**src/rtl/core/path_string_validator_macros.svh**
```systemverilog
// Assertion macros used by the path validator top level.
`ifndef PATH_STRING_VALIDATOR_MACROS_SVH
`define PATH_STRING_VALIDATOR_MACROS_SVH

// Clocked property, switched off while reset is held.
`define PSV_ASSERT(label, prop, msg) \
    label: assert property (@(posedge i_clk) disable iff (!i_rst_n) (prop)) else $error(msg);

// Condition that must never be seen at a clock edge.
`define PSV_ASSERT_NEVER(label, cond, msg) \
    `PSV_ASSERT(label, !(cond), msg)

`endif

```
**src/rtl/core/psv_pkg.sv**
```systemverilog
// Types, constants and helper functions of the path validator.
`default_nettype none

package psv_pkg;

    // Length counters and their comparison width.
    localparam int COUNT_WIDTH = 17;
    localparam int LIMIT_WIDTH = 16;
    localparam int CMP_WIDTH   = COUNT_WIDTH + LIMIT_WIDTH;

    // Configuration port.
    localparam int CFG_INDEX_W = 2;
    localparam int CFG_DATA_W  = 40;
    localparam int PREFIX_BYTES = 5;

    // Byte values with a meaning of their own.
    localparam logic [7:0] CHAR_SPACE     = 8'h20;
    localparam logic [7:0] CHAR_DEL       = 8'h7f;
    localparam logic [7:0] CHAR_SLASH     = 8'h2f;
    localparam logic [7:0] CHAR_BACKSLASH = 8'h5c;
    localparam logic [7:0] CHAR_DOT       = 8'h2e;

    // Reset values of the registers.
    localparam logic [LIMIT_WIDTH-1:0] RESET_MAX_PATH = 16'd1024;
    localparam logic [LIMIT_WIDTH-1:0] RESET_MAX_SEG  = 16'd255;
    localparam logic [CFG_DATA_W-1:0]  RESET_PREFIX   = 40'h2E7078612D;

    typedef enum logic [CFG_INDEX_W-1:0] {
        CFG_MAX_PATH = 2'd0,
        CFG_MAX_SEG  = 2'd1,
        CFG_PREFIX   = 2'd2
    } t_cfg_index;

    // Allowed range of the next UTF-8 continuation byte.
    typedef enum logic [2:0] {
        RNG_80_BF = 3'd0,
        RNG_A0_BF = 3'd1,
        RNG_80_9F = 3'd2,
        RNG_90_BF = 3'd3,
        RNG_80_8F = 3'd4
    } t_range;

    typedef struct packed {
        logic [LIMIT_WIDTH-1:0] max_path_bytes;
        logic [LIMIT_WIDTH-1:0] max_segment_bytes;
        logic [CFG_DATA_W-1:0]  reserved_prefix;
    } t_cfg;

    typedef struct packed {
        logic [COUNT_WIDTH-1:0] path_count;
        logic [COUNT_WIDTH-1:0] segment_count;
        logic                   prefix_matching;
        logic                   dots_only;
        logic [1:0]             utf8_remaining;
        t_range                 utf8_next_range;
        logic                   path_failed;
    } t_state;

    localparam t_state STATE_CLEAR = '{
        path_count:      '0,
        segment_count:   '0,
        prefix_matching: 1'b1,
        dots_only:       1'b1,
        utf8_remaining:  2'd0,
        utf8_next_range: RNG_80_BF,
        path_failed:     1'b0
    };

    // Byte of the reserved prefix at a segment position; position 0 is the top byte.
    function automatic logic [7:0] prefix_byte(input logic [CFG_DATA_W-1:0] prefix,
                                               input logic [2:0] pos);
        logic [7:0] b;
        case (pos)
            3'd0:    b = prefix[39:32];
            3'd1:    b = prefix[31:24];
            3'd2:    b = prefix[23:16];
            3'd3:    b = prefix[15:8];
            3'd4:    b = prefix[7:0];
            default: b = 8'h00;
        endcase
        return b;
    endfunction

endpackage

`default_nettype wire

```
**src/rtl/core/psv_step.sv**
```systemverilog
// Next-state logic of the path validator for one byte beat.
`default_nettype none

module psv_step (
    input  var psv_pkg::t_cfg   i_cfg,
    input  var psv_pkg::t_state i_state,
    input  wire logic [7:0]     i_byte,
    input  wire logic           i_last,
    output psv_pkg::t_state     o_state,
    output logic                o_path_valid
);
    import psv_pkg::*;

    t_state     s;
    logic       fail;
    logic [7:0] lo;
    logic [7:0] hi;

    always_comb begin
        s    = i_state;
        fail = i_state.path_failed;
        lo   = 8'h80;
        hi   = 8'hbf;

        // Whole-path length, saturating at all ones.
        if (&i_state.path_count) begin
            fail = 1'b1;
        end else begin
            s.path_count = i_state.path_count + 1'b1;
        end
        if (CMP_WIDTH'(s.path_count) > CMP_WIDTH'(i_cfg.max_path_bytes)) begin
            fail = 1'b1;
        end

        if (i_byte == CHAR_SLASH) begin
            // A slash closes the segment built so far.
            if (i_state.segment_count == '0) begin
                fail = 1'b1;
            end
            if (i_state.dots_only && i_state.segment_count <= COUNT_WIDTH'(2)) begin
                fail = 1'b1;
            end
            if (i_state.utf8_remaining != 2'd0) begin
                fail = 1'b1;
            end
            s.segment_count   = '0;
            s.prefix_matching = 1'b1;
            s.dots_only       = 1'b1;
            s.utf8_remaining  = 2'd0;
            s.utf8_next_range = RNG_80_BF;
            // A trailing slash leaves an empty last segment.
            if (i_last) begin
                fail = 1'b1;
            end
        end else begin
            // Forbidden control bytes and the backslash.
            if (i_byte < CHAR_SPACE || i_byte == CHAR_DEL || i_byte == CHAR_BACKSLASH) begin
                fail = 1'b1;
            end

            // Reserved prefix at the start of the segment.
            if (i_state.segment_count < COUNT_WIDTH'(PREFIX_BYTES) &&
                i_state.prefix_matching) begin
                if (i_byte != prefix_byte(i_cfg.reserved_prefix,
                                          i_state.segment_count[2:0])) begin
                    s.prefix_matching = 1'b0;
                end else if (i_state.segment_count[2:0] == 3'(PREFIX_BYTES - 1)) begin
                    fail = 1'b1;
                end
            end

            if (i_byte != CHAR_DOT) begin
                s.dots_only = 1'b0;
            end

            // Segment length, saturating at all ones.
            if (&i_state.segment_count) begin
                fail = 1'b1;
            end else begin
                s.segment_count = i_state.segment_count + 1'b1;
            end
            if (CMP_WIDTH'(s.segment_count) > CMP_WIDTH'(i_cfg.max_segment_bytes)) begin
                fail = 1'b1;
            end

            // Strict UTF-8 decoding.
            if (i_state.utf8_remaining != 2'd0) begin
                case (i_state.utf8_next_range)
                    RNG_A0_BF: lo = 8'ha0;
                    RNG_80_9F: hi = 8'h9f;
                    RNG_90_BF: lo = 8'h90;
                    RNG_80_8F: hi = 8'h8f;
                    default:   lo = 8'h80;
                endcase
                if (i_byte >= lo && i_byte <= hi) begin
                    s.utf8_remaining  = i_state.utf8_remaining - 2'd1;
                    s.utf8_next_range = RNG_80_BF;
                end else begin
                    fail              = 1'b1;
                    s.utf8_remaining  = 2'd0;
                    s.utf8_next_range = RNG_80_BF;
                end
            end else if (i_byte >= 8'h80) begin
                if (i_byte >= 8'hc2 && i_byte <= 8'hdf) begin
                    s.utf8_remaining  = 2'd1;
                    s.utf8_next_range = RNG_80_BF;
                end else if (i_byte == 8'he0) begin
                    s.utf8_remaining  = 2'd2;
                    s.utf8_next_range = RNG_A0_BF;
                end else if (i_byte == 8'hed) begin
                    s.utf8_remaining  = 2'd2;
                    s.utf8_next_range = RNG_80_9F;
                end else if (i_byte >= 8'he1 && i_byte <= 8'hef) begin
                    s.utf8_remaining  = 2'd2;
                    s.utf8_next_range = RNG_80_BF;
                end else if (i_byte == 8'hf0) begin
                    s.utf8_remaining  = 2'd3;
                    s.utf8_next_range = RNG_90_BF;
                end else if (i_byte >= 8'hf1 && i_byte <= 8'hf3) begin
                    s.utf8_remaining  = 2'd3;
                    s.utf8_next_range = RNG_80_BF;
                end else if (i_byte == 8'hf4) begin
                    s.utf8_remaining  = 2'd3;
                    s.utf8_next_range = RNG_80_8F;
                end else begin
                    fail = 1'b1;
                end
            end

            // The final byte also closes the last segment.
            if (i_last) begin
                if (s.dots_only && s.segment_count <= COUNT_WIDTH'(2)) begin
                    fail = 1'b1;
                end
                if (s.utf8_remaining != 2'd0) begin
                    fail = 1'b1;
                end
            end
        end

        s.path_failed = fail;

        // The path result is taken at its final byte and the state starts afresh.
        o_path_valid = !fail;
        if (i_last) begin
            o_state = STATE_CLEAR;
        end else begin
            o_state = s;
        end
    end

endmodule

`default_nettype wire

```
**src/rtl/core/path_string_validator.sv**
```systemverilog
// A path's verdict is registered after its last byte beat, in the output register or, while it is held, the skid entry.
// Throughput: one byte beat per cycle while o_in_stall is low, set by the per-byte state update.
// A two-entry output register and skid stage keep input beats flowing while a verdict waits.
// Reset (synchronous, active low) clears the path state and output, and loads register defaults.
`default_nettype none

module path_string_validator (
    input  wire logic                          i_clk,
    input  wire logic                          i_rst_n,
    input  wire logic                          i_in_valid,
    output logic                               o_in_stall,
    input  wire logic [7:0]                    i_path_byte,
    input  wire logic                          i_last_byte,
    output logic                               o_out_valid,
    input  wire logic                          i_out_stall,
    output logic                               o_path_valid,
    input  wire logic                          i_cfg_we,
    input  wire logic [psv_pkg::CFG_INDEX_W-1:0] i_cfg_index,
    input  wire logic [psv_pkg::CFG_DATA_W-1:0]  i_cfg_data
);
    import psv_pkg::*;
    `include "path_string_validator_macros.svh"

    t_cfg   r_cfg;
    t_state r_state;
    t_state step_state;
    logic   step_valid;
    logic   in_accept;
    logic   res_valid;

    logic   r_out_valid;
    logic   n_out_valid;
    logic   r_out_data;
    logic   n_out_data;
    logic   r_skid_valid;
    logic   n_skid_valid;
    logic   r_skid_data;
    logic   n_skid_data;

    // Configuration registers.
    always_ff @(posedge i_clk) begin
        if (!i_rst_n) begin
            r_cfg.max_path_bytes    <= RESET_MAX_PATH;
            r_cfg.max_segment_bytes <= RESET_MAX_SEG;
            r_cfg.reserved_prefix   <= RESET_PREFIX;
        end else if (i_cfg_we) begin
            case (i_cfg_index)
                CFG_MAX_PATH: r_cfg.max_path_bytes    <= i_cfg_data[LIMIT_WIDTH-1:0];
                CFG_MAX_SEG:  r_cfg.max_segment_bytes <= i_cfg_data[LIMIT_WIDTH-1:0];
                CFG_PREFIX:   r_cfg.reserved_prefix   <= i_cfg_data;
                default:      r_cfg                   <= r_cfg;
            endcase
        end
    end

    // Per-byte rule checks.
    psv_step u_step (
        .i_cfg        (r_cfg),
        .i_state      (r_state),
        .i_byte       (i_path_byte),
        .i_last       (i_last_byte),
        .o_state      (step_state),
        .o_path_valid (step_valid)
    );

    assign o_in_stall = r_skid_valid;
    assign in_accept  = i_in_valid && !o_in_stall;
    assign res_valid  = in_accept && i_last_byte;

    // Path state advances on every accepted beat.
    always_ff @(posedge i_clk) begin
        if (!i_rst_n) begin
            r_state <= STATE_CLEAR;
        end else if (in_accept) begin
            r_state <= step_state;
        end
    end

    // Output register with a skid entry behind it.
    always_comb begin
        n_out_valid  = r_out_valid;
        n_out_data   = r_out_data;
        n_skid_valid = r_skid_valid;
        n_skid_data  = r_skid_data;
        if (!r_out_valid || !i_out_stall) begin
            if (r_skid_valid) begin
                n_out_valid  = 1'b1;
                n_out_data   = r_skid_data;
                n_skid_valid = 1'b0;
            end else begin
                n_out_valid = res_valid;
                n_out_data  = step_valid;
            end
        end else if (res_valid) begin
            n_skid_valid = 1'b1;
            n_skid_data  = step_valid;
        end
    end

    always_ff @(posedge i_clk) begin
        if (!i_rst_n) begin
            r_out_valid  <= 1'b0;
            r_skid_valid <= 1'b0;
        end else begin
            r_out_valid  <= n_out_valid;
            r_skid_valid <= n_skid_valid;
        end
    end

    always_ff @(posedge i_clk) begin
        r_out_data  <= n_out_data;
        r_skid_data <= n_skid_data;
    end

    assign o_out_valid  = r_out_valid;
    assign o_path_valid = r_out_data;

    // The skid entry is only ever filled behind a held output.
    `PSV_ASSERT_NEVER(a_skid_behind_out, r_skid_valid && !r_out_valid, "skid full with output empty")
    // A final byte leaves the path state cleared.
    `PSV_ASSERT(a_clear_after_last, (in_accept && i_last_byte) |=> (r_state.path_count == '0 && !r_state.path_failed && r_state.segment_count == '0), "path state not cleared after final byte")
    // The segment never holds more bytes than the path.
    `PSV_ASSERT_NEVER(a_seg_le_path, r_state.segment_count > r_state.path_count, "segment count above path count")
    // No open UTF-8 sequence means the ordinary continuation range.
    `PSV_ASSERT_NEVER(a_range_idle, r_state.utf8_remaining == 2'd0 && r_state.utf8_next_range != RNG_80_BF, "continuation range set with no sequence open")

endmodule

`default_nettype wire

```
**config.mk**
```make
export PLATFORM = sky130hd
export DESIGN_NAME = path_string_validator
export DESIGN_NICKNAME = d
export VERILOG_FILES = /design/src/rtl/core/psv_pkg.sv /design/src/rtl/core/psv_step.sv /design/src/rtl/core/path_string_validator.sv
export VERILOG_INCLUDE_DIRS = /design/src /design/src/rtl/core
export SDC_FILE = /design/constraint.sdc
export NUM_CORES = 1
export LEC_CHECK = 0
export ABC_CLOCK_PERIOD_IN_PS = 5600
export BUFFER_PORTS_ARGS = -buffer_cell sky130_fd_sc_hd__buf_2
export CAP_MARGIN = 30
export CORE_ASPECT_RATIO = 0.8
export CORE_MARGIN = 3
export CORE_UTILIZATION = 46
export DETAILED_ROUTE_END_ITERATION = 8
export PLACE_DENSITY_LB_ADDON = 0.05
export SYNTH_ARGS = -nofsm -noshare
export SYNTH_HDL_FRONTEND = slang
export SYNTH_HIERARCHICAL = 1
export SYNTH_SLANG_ARGS = --single-unit
export TNS_END_PERCENT = 5
```
**constraint.sdc**
```tcl
create_clock -name i_clk -period 5.6 [get_ports i_clk]
set_input_delay 1.12 -clock i_clk [delete_from_list [all_inputs] [get_ports i_clk]]
set_output_delay 1.12 -clock i_clk [all_outputs]
set_load 0.05 [all_outputs]
```
==> out/results.env, run 1 <==
YOSYS-TOP-CELLS-AREA='sky130_fd_sc_hd__dfxtp_1 (32%), sky130_fd_sc_hd__nand2_1 (10%), sky130_fd_sc_hd__ha_1 (7.4%), sky130_fd_sc_hd__nand3_1 (6.7%), sky130_fd_sc_hd__a21boi_0 (4.3%)'
CLOCK_TREE_FROM_TRITONCTS='built'
DRC=0
CP.BUFFERS_INVERTERS=1
VIA_COUNT=6527
POST_SYNTH_NUM_CELL_TYPES=64
WIRE_LENGTH_OF_THE_FIRST_GLOBAL_ROUTING_PASS_MM=31.8
CRIT_ARRIVAL_NS=4.81
SYNTH-ASYNC-RESET-RATIO_PCT=0
FINALHOLDVIOLCOUNT=0
SYNTH_MOST_COMMON_CELL='sky130_fd_sc_hd__nand2_1'
SLEW_VIOL_FINAL=0
FINAL.SETUP.TNS_NS=0
WORSTSETUPENDPOINTTYPE='register'
SYNTHFLOPTYPE='sky130_fd_sc_hd__dfxtp_1'
CTS.SINK_COUNT=118
GRT.OVERFLOW.TOTAL=0
CLK_PIN_SLEW_WORST_PATHS_NS=0.06
MAXIMUM_FANOUT_ENCOUNTERED_ON_THE_CRITICAL_TIMING_PATH=13
POWER_DENSITY_CELLS_nW_PER_UM2=266
DIODES=0
MIN_PATH_TYPE='register to register'
SYNTHDOMINANTAREACELLTYPE='sky130_fd_sc_hd__dfxtp_1'
CP_SLOWEST_STAGE_DELAY_NS=0.59
CAP_VIOL_MAX_COUNT=0
CRITICAL-PATH-TOP-DELAY-FAMILY='simple AND/OR/NAND/NOR gates'
INSERTION_DELAY_NS=0.42
HORIZONTAL_EXTENT_OF_THE_DIE_UM=146
AREA_OF_THE_DIE_SQ_UM=17300
WL_PER_CELL_UM=16.3
FINAL_LAYOUT_SIZE_SUFFIX_GT1_SHARE_PCT=13.7
FINALNETCOUNT=1054
MAPPED_AVG_CELL_AREA_SQ_UM=7.75
GRT_SETUP_UNREPAIRED='no'
DRT_FIRST_ITER_VIOLATIONS=526
DRT_FIRST_PASS_ITERS=6
WORSTSETUPPATHTYPE='register to register'
FINALCLOCKSKEW_NS=0.0116
POSTCTSRESIZEDCELLS=0
POWER.LEAKAGE_nW=3.31
NUMBER_OF_GLOBAL_ROUTE_VIAS_BEFORE_REPAIR=6202
CELL_TYPE_OF_THE_SLOWEST_STAGE_ON_THE_WORST_TIMING_PATH='sky130_fd_sc_hd__dfxtp_1'
TIMING_WORST_SLEW_PIN_VALUE_NS=0.992
DETAIL_ROUTE.WIRELENGTH_MM=19.2
IRDROPWORSTVDD_uV=186
FIN_CRIT_NS=4.53
SYNTH_ENABLE_FLOP_CELLS=2
CRITICAL-PATH-TOP-CELL-BY-COUNT='sky130_fd_sc_hd__ha_1'
FP.COREAREA_SQ_UM=15200
PLACE_CONGESTION=0.891
FIN_CRIT_SH_PCT=80.9
SYN-INSTANCE-COUNT=935
SETUP_VIOL=0
ANTENNA_LEFT=0
MAX_CLOCK_FREQ_MHz=221
DIE_H_UM=118
SYN_NETS=1034
DP_HPWL_MM=13.8
REPORT.POWER.TOTAL_mW=2.17
NATURE_OF_THE_CRITICAL_PATH_STARTPOINT='register'
CTS-ROOT-TO-SINK-BUFFERS=2
SYN_TO_FINAL_GROWTH_PCT=12.3
GRT_ANTENNA_BEFORE_REPAIR=0
CTS-BUFFERS-INSERTED=17
SYNTHDOMINANTCELLAREASHARE_PCT=32.0
TIMING.CRITICAL_PATH.CELLS='ha_1 -> and4_1 -> nand4_1 -> nand3_1 -> xor2_1 -> inv_1 -> ha_1 -> nand2_1 -> or3_1 -> o32ai_1 -> a41oi_1 -> a211oi_2 -> a2bb2oi_1 -> nor4_1 -> mux2_2'
CRITPATHREQUIREDTIME_NS=5.88
INITIAL_CORE_UTIL_PCT=47.7
YS_SEQ_AREA_SHARE_PCT=32.9
IO_BUFFERS=58
HOLD_BUFFERS=0
ROUTE.DETAILED.VIAS_PER_INST=5.55
MAXSLEWHEADROOM_PCT=33.9
SYNTH.FF_LATCH_COUNT=118
FILLERS=1512
IOPINCOUNT=59
RUN_STATUS='finished, final reports clean'
PIN_COUNT_OF_THE_BIGGEST_NET_ENTERING_GLOBAL_ROUTING=101
PLACEMENTROWS=40
CTS_SETUP_BUFFERS=0
POST_SYNTH_MOST_FREQUENT_CELLS='sky130_fd_sc_hd__nand2_1 (201), sky130_fd_sc_hd__dfxtp_1 (116), sky130_fd_sc_hd__nand3_1 (97)'
GRT_USAGE_PCT=22.2
SUMMED_INSTANCE_AREA_OF_THE_SYNTHESIZED_NETLIST_SQ_UM=7250
HTREE_LEVELS=4
CLOCKROOTBUFFER='sky130_fd_sc_hd__clkbuf_16'
YOSYS_WARNINGS=6
-- through the flow --
step           instances  hold slack, ns  setup slack (ns)  instance area (sq um)  util [%]
2_1_floorplan        935           0.429              1.91                   7250         -
3_3_place_gp        1145           0.443              1.46                   7540      49.6
3_5_place_dp        1145           0.446              1.21                   7540      49.6
4_1_cts             1176           0.453              1.20                   8130      53.4
5_1_grt             1177           0.470             0.768                   8140      53.5
6_report            1177           0.450              1.07                   8140      53.5
-- area by class of cell --
type	count	area, sq um	share of cell area (%)
tap	210	263	3.23
inverter	44	165	2.03
multi-input combinational	709	4390	54.0
timing repair buffer	65	353	4.33
clock inverter	11	125	1.54
sequential	118	2380	29.3
clock buffer	20	458	5.63
-- kinds of logic (layout without fill, tap and decap cells) --
family                     after synthesis  in the layout  share of synthesized area (%)
buffers and inverters                  108            140                           6.57
AOI/OAI and AO/OA                      151            151                           14.6
xor gates and xnor gates                34             34                           4.11
muxes                                   13             13                           1.85
DFF                                    118            118                           32.9
and+or+nand+nor                        468            468                           32.6
adders and majority gates               43             43                           7.42
-- per-layer routing --
layer / share of wire (%) / vias up / track usage [%]
met3: 5.2 / 14 / 5.21
met2: 44 / 173 / 33.1
met5: 0 / - / 0
li1: - / 3283 / -
met1: 50 / 3057 / 32.7
met4: 0.81 / 0 / 4.88
-- layout by cell type, fill, tap and decap left out, types with 23 or more instances in the layout --
cell type / count
sky130_fd_sc_hd__nand3_1: 97
sky130_fd_sc_hd__nor2_1: 26
sky130_fd_sc_hd__nand2_1: 201
sky130_fd_sc_hd__buf_2: 57
sky130_fd_sc_hd__ha_1: 43
sky130_fd_sc_hd__dfxtp_1: 116
sky130_fd_sc_hd__o21ai_0: 29
sky130_fd_sc_hd__a21oi_1: 23
sky130_fd_sc_hd__a21boi_0: 42
sky130_fd_sc_hd__nor2b_1: 29
sky130_fd_sc_hd__inv_1: 43
-- where the power goes --
group          switching, mW  internal, mW
Sequential            0.0164         0.869
Clock                  0.394         0.679
Combinational          0.133        0.0744
-- worst reg2reg max path, cell delays in order, from the launching register on --
cell and delay [ns]:
sky130_fd_sc_hd__dfxtp_1 0.59, sky130_fd_sc_hd__ha_1 0.35, sky130_fd_sc_hd__and4_1 0.29, sky130_fd_sc_hd__nand4_1 0.42
sky130_fd_sc_hd__nand3_1 0.28, sky130_fd_sc_hd__xor2_1 0.28, sky130_fd_sc_hd__inv_1 0.08, sky130_fd_sc_hd__ha_1 0.27
sky130_fd_sc_hd__nand2_1 0.06, sky130_fd_sc_hd__or3_1 0.36, sky130_fd_sc_hd__o32ai_1 0.31, sky130_fd_sc_hd__a41oi_1 0.10
sky130_fd_sc_hd__a211oi_2 0.17, sky130_fd_sc_hd__a2bb2oi_1 0.12, sky130_fd_sc_hd__nor4_1 0.48, sky130_fd_sc_hd__mux2_2 0.24
-- path summary, 6_finish.rpt --
path / slack, ns / startpoint / cells after the start / endpoint
max reg2reg: 1.07 / r_state[8] / 15 / o_path_valid
min: 0.45 / r_cfg[17] / 2 / r_cfg[17]
max: 1.07 / r_state[8] / 15 / o_path_valid
min reg2reg: 0.45 / r_cfg[17] / 2 / r_cfg[17]
-- flip-flops by register name (all words and copies together) (netlist names) --
name and flops:
r_cfg 72, r_state 42, o_in_stall 1, o_out_valid 1, o_path_valid 1, r_skid_data 1
No activity file was read; power rests on OpenSTA's default activity.
==> run 2: changes to the inputs <==
--- a/config.mk
+++ b/config.mk
@@ -6,7 +6,8 @@
 export SDC_FILE = /design/constraint.sdc
 export NUM_CORES = 1
 export LEC_CHECK = 0
-export ABC_CLOCK_PERIOD_IN_PS = 5600
+export ABC_AREA = 1
+export ABC_CLOCK_PERIOD_IN_PS = 3800
 export BUFFER_PORTS_ARGS = -buffer_cell sky130_fd_sc_hd__buf_2
 export CAP_MARGIN = 30
 export CORE_ASPECT_RATIO = 0.8
==> constraint.sdc (replaced) <==
create_clock -name i_clk -period 3.8 [get_ports i_clk]
set_input_delay 0.76 -clock i_clk [delete_from_list [all_inputs] [get_ports i_clk]]
set_output_delay 0.76 -clock i_clk [all_outputs]
set_load 0.05 [all_outputs]
==> run 2 against run 1 <==
- cell area rose by 8.5%
- total power grew 64%
- non-clock buffer count grew 4
- count of clock-buffer cells in the layout fell by 3
- sequential cell count did not move
- sequential share of layout area shrank 2.3 points
- final cell count increased by 33%
- die area rose by 7.5%
- utilization is 1.0 points higher
- clock power increased by 51%
- global-route usage grew 1.3 points
- area after synthesis up 7.9%
==> out/results.env, run 2 <==
IRDROPWORSTVDD_uV=293  # +57%
RUN_STATUS='finished, final reports clean'
WIRE_LENGTH_OF_THE_FIRST_GLOBAL_ROUTING_PASS_MM=35.1  # +11%
SWITCHING_POWER_mW=1.08  # +98%
INITIAL_CORE_UTIL_PCT=48.2  # +0.59 points
POST_SYNTH_NUM_CELL_TYPES=42  # -34%
FINALCLOCKSKEW_NS=0.00935  # -0.00220 ns
PLACE_CONGESTION=0.898  # +0.76%
MET2WIRELENGTH_MM=8.65  # +3.1%
CLK_PIN_SLEW_WORST_PATHS_NS=0.06  # about the same
YS_SEQ_AREA_SHARE_PCT=30.5  # -2.4 points
MAXSLEWHEADROOM_PCT=42.4  # +8.5 points
DRT_FIRST_ITER_VIOLATIONS=537  # +2.1%
DRT_FIRST_PASS_ITERS=6  # unchanged
FINAL_LAYOUT_SIZE_SUFFIX_GT1_SHARE_PCT=10.0  # -3.6 points
MIN_PATH_TYPE='register to register'
NATURE_OF_THE_CRITICAL_PATH_STARTPOINT='register'
SYNTH-ASYNC-RESET-RATIO_PCT=0  # unchanged
COMBPWRFRAC_PCT=16.0  # +6.4 points
IOPINCOUNT=59  # unchanged
DETAIL_ROUTE.WIRELENGTH_MM=21.4  # +11%
CLOCK_TREE_FROM_TRITONCTS='built'
POWER.CLOCK.FRACTION_PCT=45.6  # -3.9 points
MAX_CLOCK_FREQ_MHz=289  # +31%
SETUP_VIOL=0  # unchanged
MAPPED_AVG_CELL_AREA_SQ_UM=6.01  # -23%
POST_SYNTH_MOST_FREQUENT_CELLS='sky130_fd_sc_hd__nand2_1 (365), sky130_fd_sc_hd__nor2_1 (259), sky130_fd_sc_hd__inv_1 (168)'
SYN-INSTANCE-COUNT=1302  # +39%
CELL_TYPE_OF_THE_SLOWEST_STAGE_ON_THE_WORST_TIMING_PATH='sky130_fd_sc_hd__dfxtp_2'
SLEW_VIOL_FINAL=0  # unchanged
VIA_COUNT=7778  # +19%
FINALNETCOUNT=1440  # +37%
SYNTH_MOST_COMMON_CELL='sky130_fd_sc_hd__nand2_1'
GRT.OVERFLOW.TOTAL=0  # unchanged
RRSETUPSLACK_NS=0.34  # -0.73 ns
WORSTREG2REGSTART='r_state[25]'
POWER.SHARE.SWITCHING_PCT=30.2  # +5.1 points
FINALHOLDVIOLCOUNT=0  # unchanged
WL_MET1_MM=11.3  # +18%
PART_OF_THE_POWER_IN_REGISTERS_PCT=38.5  # -2.4 points
ROUTE.DETAILED.VIAS_PER_INST=4.96  # -11%
WORSTREGTOREGCELLS=28  # +13
POWER_DENSITY_CELLS_nW_PER_UM2=403  # +51%
POWER.LEAKAGE_nW=4.58  # +38%
FINAL.SETUP.TNS_NS=0  # unchanged
SYNTHFLOPTYPE='sky130_fd_sc_hd__dfxtp_1'
CAP_VIOL_MAX_COUNT=0  # unchanged
TIMING_WORST_SLEW_PIN_VALUE_NS=0.864  # -0.128 ns
DIODES=0  # unchanged
IO_BUFFERS=58  # unchanged
INTERNAL_POWER_mW=2.49  # +53%
INSERTION_DELAY_NS=0.42  # about the same
HOLD_BUFFERS=0  # unchanged
LAYOUT_COMMONEST_CELL='sky130_fd_sc_hd__nand2_1'
CP_SLOWEST_STAGE_DELAY_NS=0.35  # -0.24 ns
PLACEMENTROWS=41  # +2.5%
HTREE_LEVELS=4  # unchanged
CLOCKROOTBUFFER='sky130_fd_sc_hd__clkbuf_16'
CRITICAL-PATH-TOP-CELL-BY-COUNT='sky130_fd_sc_hd__nand2_1'
GRT_USAGE_PCT=23.6  # +1.3 points
HORIZONTAL_EXTENT_OF_THE_DIE_UM=152  # +3.7%
WORSTSETUPPATHTYPE='register to register'
CTS-BUFFERS-INSERTED=17  # unchanged
MAXIMUM_FANOUT_ENCOUNTERED_ON_THE_CRITICAL_TIMING_PATH=6  # -7
WL_PER_CELL_UM=13.6  # -16%
PRECTSSETUPSLACK_NS=0.236  # -0.971 ns
DIE_H_UM=123  # +3.7%
SYNTH.FF_LATCH_COUNT=118  # unchanged
AREA_OF_THE_DIE_SQ_UM=18600  # +7.5%
FP.COREAREA_SQ_UM=16200  # +6.5%
CRIT_ARRIVAL_NS=3.76  # -1.05 ns
REG.LARGEST.LIST='r_cfg (72), r_state (42)'
YOSYS_WARNINGS=6  # unchanged
NUMBER_OF_GLOBAL_ROUTE_VIAS_BEFORE_REPAIR=7089  # +14%
CTS-ROOT-TO-SINK-BUFFERS=2  # unchanged
CTS.SINK_COUNT=118  # unchanged
WORST_R2R_ENDPOINT='r_state[0]'
LARGEST_REGISTER_FF_COUNT=72  # unchanged
ANTENNA_LEFT=0  # unchanged
CRITPATHREQUIREDTIME_NS=4.10  # -1.78 ns
FIN_CRIT_SH_PCT=90.9  # +10 points
MOST-COMMON-LAYOUT-CELLS='sky130_fd_sc_hd__nand2_1 (365), sky130_fd_sc_hd__nor2_1 (257), sky130_fd_sc_hd__inv_1 (168), sky130_fd_sc_hd__dfxtp_1 (114), sky130_fd_sc_hd__nand3_1 (91)'
YOSYS-TOP-CELLS-AREA='sky130_fd_sc_hd__dfxtp_1 (30%), sky130_fd_sc_hd__nand2_1 (18%), sky130_fd_sc_hd__nor2_1 (12%), sky130_fd_sc_hd__inv_1 (8.1%), sky130_fd_sc_hd__ha_1 (6.9%)'
TIMING.CRITICAL_PATH.FROM='r_state[25]'
SYNTH_ENABLE_FLOP_CELLS=2  # unchanged
SYN_NETS=1401  # +35%
SETUP_WS_NS=0.344  # -0.726 ns
REGMOSTFLOPS='r_cfg'
SYNTHDOMINANTAREACELLTYPE='sky130_fd_sc_hd__dfxtp_1'
PIN_COUNT_OF_THE_BIGGEST_NET_ENTERING_GLOBAL_ROUTING=88  # -13%
DRC=0  # unchanged
SUMMED_INSTANCE_AREA_OF_THE_SYNTHESIZED_NETLIST_SQ_UM=7820  # +7.9%
SYN_TO_FINAL_GROWTH_PCT=13.0
FIN_CRIT_NS=3.46  # -1.07 ns
GRT_ANTENNA_BEFORE_REPAIR=0  # unchanged
TOPROUTINGLAYERUSED='met4'
DP_HPWL_MM=15.6  # +13%
SYNTHDOMINANTCELLAREASHARE_PCT=29.7  # -2.3 points
ROUTE.MET3.WL_MM=1.15  # +16%
WORSTSETUPENDPOINTTYPE='register'
WORST_SETUP_PATH_ENDPOINT='r_state[0]'
## run 2: cell types whose count changed after synthesis, moves of 12 or more
| cell | change |
|---|---|
| sky130_fd_sc_hd__nand2_1 | +164 |
| sky130_fd_sc_hd__clkbuf_1 | -12 |
| sky130_fd_sc_hd__o21ai_2 | -15 |
| sky130_fd_sc_hd__nand3b_1 | -17 |
| sky130_fd_sc_hd__a21boi_0 | -41 |
| sky130_fd_sc_hd__nor2_1 | +233 |
| sky130_fd_sc_hd__a21oi_1 | +35 |
| sky130_fd_sc_hd__xnor2_1 | -14 |
| sky130_fd_sc_hd__inv_1 | +125 |
| sky130_fd_sc_hd__o21ai_0 | +21 |
| sky130_fd_sc_hd__nor2b_1 | -30 |
## run 2: kinds of logic after synthesis
logic type | synth area share, %
compound gates | 8.21
xor+xnor | 1.46
fa+ha+maj | 6.88
buf+inv | 11.4
flops | 30.5
simple gates | 41.6
## run 2: worst min-delay path by stage
stage / from / end / depth (start not counted)
final: r_cfg[43] / r_cfg[43] / 2
after global routing: r_cfg[29] / r_cfg[29] / 2
after CTS: r_cfg[43] / r_cfg[43] / 2
after detailed placement: r_cfg[43] / r_cfg[43] / 2
after global placement: r_cfg[66] / r_cfg[66] / 2
after floorplan: r_cfg[66] / r_cfg[66] / 2
## run 2: critical path: cells and delay by family (launching register included)
kind,cells,cell delay (ns)
simple gates,22,1.89
compound gates,3,0.44
fa+ha+maj,2,0.48
flops,1,0.35
xor+xnor,1,0.19
## run 2: metrics by stage
stage	instance area, sq um	util (%)	cells	hold WS (ns)	power (mW)
after floorplan	7820	-	1302	0.429	1.79
after global placement	8210	50.7	1535	0.444	1.95
after detailed placement	8210	50.7	1535	0.449	1.95
after CTS	8800	54.3	1567	0.464	3.59
after global routing	8840	54.5	1569	0.486	3.75
final	8840	54.5	1569	0.459	3.56
## run 2: cell type report
| class | instances | area, sq um |
|---|---|---|
| Sequential cell | 118 | 2380 |
| Timing Repair Buffer | 69 | 375 |
| Inverter | 173 | 649 |
| Multi-Input combinational cell | 962 | 4570 |
| Clock inverter | 15 | 165 |
| Fill cell | 1715 | 7370 |
| Tap cell | 215 | 269 |
| Clock buffer | 17 | 425 |
## run 2: timing repair
item | 4_1_cts | 5_1_grt
gates resized for setup | 0 | 7
buffers inserted | 0 | 2
endpoints found under the setup margin | 0 | 3
## run 2: metal layers
metal,up-vias,global-route usage [%]
li1,4146,-
met1,3450,36.9
met2,167,33.2
met3,15,4.28
met4,0,5.39
met5,-,0
## run 2: power groups by stage
stage	sequential, mW	combinational, mW	clock (mW)
detailed placement	1.40	0.556	0
CTS	1.37	0.562	1.66
floorplan	1.38	0.404	0
global placement	1.39	0.556	0
finish	1.37	0.568	1.62
global route	1.38	0.655	1.72
==> run 3: changes to the inputs <==
--- a/config.mk
+++ b/config.mk
@@ -6,7 +6,6 @@
 export SDC_FILE = /design/constraint.sdc
 export NUM_CORES = 1
 export LEC_CHECK = 0
-export ABC_AREA = 1
 export ABC_CLOCK_PERIOD_IN_PS = 3800
 export BUFFER_PORTS_ARGS = -buffer_cell sky130_fd_sc_hd__buf_2
 export CAP_MARGIN = 30
==> run 3 against run 2 <==
- sequential cell count unchanged
- sequential power down 5%
- register-to-register slack worse by 0.17 ns
- combinational power down 44%
- cell area down 2.5%
- routed wire length down 7.2%
- sequential share of layout area up 0.68 points
- hold slack worse by 0.011 ns
- clock power down 4%
- critical path depth down 12
==> out/results.env, run 3 (synthesis results as in run 1) <==
SLEW_VIOL_FINAL=0  # unchanged
MAX_CLOCK_FREQ_MHz=276  # -4.7%
MOST-COMMON-LAYOUT-CELLS='sky130_fd_sc_hd__nand2_1 (201), sky130_fd_sc_hd__dfxtp_1 (115), sky130_fd_sc_hd__nand3_1 (96), sky130_fd_sc_hd__buf_4 (59), sky130_fd_sc_hd__buf_2 (57)'
CELL_TYPE_OF_THE_SLOWEST_STAGE_ON_THE_WORST_TIMING_PATH='sky130_fd_sc_hd__or3_1'
TIMING.CRITICAL_PATH.CELLS='buf_4 -> and4_1 -> nand3_1 -> nor3_1 -> xnor2_1 -> inv_1 -> ha_1 -> nand4_1 -> or3_1 -> a311o_1 -> a41oi_1 -> buf_4 -> a211oi_2 -> a2bb2oi_2 -> nor4_4 -> mux2_2'
CTS.SINK_COUNT=118  # unchanged
POWER.LEAKAGE_nW=3.60  # -21%
LAYOUT_COMMONEST_CELL='sky130_fd_sc_hd__nand2_1'
DP_HPWL_MM=14.5  # -6.8%
FINAL_LAYOUT_SIZE_SUFFIX_GT1_SHARE_PCT=19.1  # +9.1 points
TIMING_WORST_SLEW_PIN_VALUE_NS=0.891  # +0.0269 ns
POWER_DENSITY_CELLS_nW_PER_UM2=370  # -8.3%
CRITPATHREQUIREDTIME_NS=3.97  # -0.13 ns
VIA_COUNT=6742  # -13%
MAXSLEWHEADROOM_PCT=40.6  # -1.8 points
MIN_PATH_TYPE='register to register'
CP_SLOWEST_STAGE_DELAY_NS=0.41  # +0.06 ns
MAXIMUM_FANOUT_ENCOUNTERED_ON_THE_CRITICAL_TIMING_PATH=2  # -4
CLOCK_TREE_FROM_TRITONCTS='built'
WORSTSETUPPATHTYPE='register to register'
FIN_CRIT_SH_PCT=95.4  # +4.5 points
REPORT.POWER.TOTAL_mW=3.18  # -11%
CLK_PIN_SLEW_WORST_PATHS_NS=0.06  # about the same
SYN_TO_FINAL_GROWTH_PCT=18.8
IOPINCOUNT=59  # unchanged
INITIAL_CORE_UTIL_PCT=47.7  # -0.59 points
WIRE_LENGTH_OF_THE_FIRST_GLOBAL_ROUTING_PASS_MM=33.2  # -5.3%
RUN_STATUS='finished, final reports clean'
CTS-ROOT-TO-SINK-BUFFERS=2  # unchanged
GRT_USAGE_PCT=23.3  # -0.20 points
NATURE_OF_THE_CRITICAL_PATH_STARTPOINT='register'
IRDROPWORSTVDD_uV=308  # +5.1%
FINALHOLDVIOLCOUNT=0  # unchanged
HOLD_BUFFERS=0  # unchanged
FINALCLOCKSKEW_NS=0.0124  # +0.00301 ns
CLOCKROOTBUFFER='sky130_fd_sc_hd__clkbuf_16'
DRT_FIRST_ITER_VIOLATIONS=388  # -28%
CRIT_ARRIVAL_NS=3.80  # +0.04 ns
CTS-BUFFERS-INSERTED=17  # unchanged
ROUTE.DETAILED.VIAS_PER_INST=5.48  # +10%
CP.BUFFERS_INVERTERS=3  # +3
CRITICAL-PATH-TOP-DELAY-FAMILY='simple AND/OR/NAND/NOR gates'
DIE_H_UM=118  # -3.5%
HTREE_LEVELS=4  # unchanged
INSERTION_DELAY_NS=0.42  # about the same
CAP_VIOL_MAX_COUNT=0  # unchanged
GRT.OVERFLOW.TOTAL=0  # unchanged
REG.LARGEST.LIST='r_cfg (72), r_state (42)'
RRSETUPSLACK_NS=0.18  # -0.17 ns
NUMBER_OF_GLOBAL_ROUTE_VIAS_BEFORE_REPAIR=6606  # -6.8%
ANTENNA_LEFT=0  # unchanged
PLACE_CONGESTION=0.841  # -6.4%
FP.COREAREA_SQ_UM=15200  # -6.1%
FINAL_CORE_UTIL_PCT=56.6  # +2.1 points
GRT_ANTENNA_BEFORE_REPAIR=0  # unchanged
GRT_SETUP_UNREPAIRED='no'
HORIZONTAL_EXTENT_OF_THE_DIE_UM=146  # -3.6%
DETAIL_ROUTE.WIRELENGTH_MM=19.8  # -7.2%
IO_BUFFERS=58  # unchanged
FIN_CRIT_NS=3.62  # +0.169 ns
WORSTSETUPENDPOINTTYPE='register'
PIN_COUNT_OF_THE_BIGGEST_NET_ENTERING_GLOBAL_ROUTING=87  # -1.1%
SETUP_VIOL=0  # unchanged
DIODES=0  # unchanged
PLACEMENTROWS=40  # -2.4%
AREA_OF_THE_DIE_SQ_UM=17300  # -7.0%
REGMOSTFLOPS='r_cfg'
DRC=0  # unchanged
LARGEST_REGISTER_FF_COUNT=72  # unchanged
CRITICAL-PATH-TOP-CELL-BY-COUNT='sky130_fd_sc_hd__buf_4'
FINALNETCOUNT=1107  # -23%
WL_PER_CELL_UM=16.1  # +18%
DRT_FIRST_PASS_ITERS=5  # -1
run 3: changes by cell type in the layout (fill, tap and decap cells not counted), sizes merged, moves of 17 or more:
cell,delta
buf,+49
nor2b,+30
inv,-132
a21oi,-35
nand2,-175
nand3b,+17
a21boi,+41
nor2,-243
run 3: worst paths after layout:
| kind | startpoint | to | cells after the start |
|---|---|---|---|
| setup / recovery | r_state[8] | o_path_valid | 16 |
| hold / removal | r_cfg[39] | r_cfg[39] | 2 |
| setup reg to reg | r_state[8] | o_path_valid | 16 |
| hold reg to reg | r_cfg[39] | r_cfg[39] | 2 |
run 3: repair_timing:
action,4_1_cts,5_1_grt
setup buffers,0,2
pin swaps,0,4
gates resized for setup,2,9
endpoints found under the setup margin,2,3
run 3: metrics by stage:
| step | worst slack, ns | instance area, sq um | std cells | hold slack, ns | TNS [ns] |
|---|---|---|---|---|---|
| floorplan | 0.109 | 7250 | 935 | 0.429 | 0 |
| global placement | -0.0346 | 7940 | 1196 | 0.439 | -0.0346 |
| detailed placement | -0.141 | 7940 | 1196 | 0.442 | -0.162 |
| CTS | 0.00620 | 8530 | 1228 | 0.450 | 0 |
| global route | 0.00694 | 8610 | 1231 | 0.477 | 0 |
| finish | 0.175 | 8610 | 1231 | 0.448 | 0 |
run 3: cell type report:
| class | count | area [sq um] |
|---|---|---|
| timing repair buffer | 118 | 776 |
| clock inverter | 12 | 119 |
| inverter | 44 | 165 |
| tap | 210 | 263 |
| fill | 1479 | 6600 |
| multi-input combinational | 709 | 4450 |
| sequential | 118 | 2380 |
| clock buffer | 20 | 458 |
run 3: worst reg2reg max path: stages (launching register included):
cell and delay, ns:
sky130_fd_sc_hd__dfxtp_1 0.34, sky130_fd_sc_hd__buf_4 0.11, sky130_fd_sc_hd__and4_1 0.20, sky130_fd_sc_hd__nand3_1 0.10, sky130_fd_sc_hd__nor3_1 0.23, sky130_fd_sc_hd__xnor2_1 0.18, sky130_fd_sc_hd__inv_1 0.09, sky130_fd_sc_hd__ha_1 0.29
sky130_fd_sc_hd__nand4_1 0.11, sky130_fd_sc_hd__or3_1 0.41, sky130_fd_sc_hd__a311o_1 0.29, sky130_fd_sc_hd__a41oi_1 0.27, sky130_fd_sc_hd__buf_4 0.15, sky130_fd_sc_hd__a211oi_2 0.03, sky130_fd_sc_hd__a2bb2oi_2 0.22, sky130_fd_sc_hd__nor4_4 0.08
sky130_fd_sc_hd__mux2_2 0.28
run 3: routing by layer:
| layer | share of wire [%] | track usage [%] | up-vias |
|---|---|---|---|
| li1 | - | - | 3401 |
| met1 | 52 | 33.8 | 3203 |
| met2 | 43 | 35.0 | 120 |
| met3 | 3.6 | 4.75 | 18 |
| met4 | 1.1 | 6.93 | 0 |
| met5 | 0 | 0 | - |
run 3: report_power, final:
| part | switching (mW) | leakage, nW | internal [mW] |
|---|---|---|---|
| registers | 0.0216 | 0.964 | 1.28 |
| logic | 0.201 | 2.36 | 0.119 |
| clock network | 0.617 | 0.273 | 0.946 |
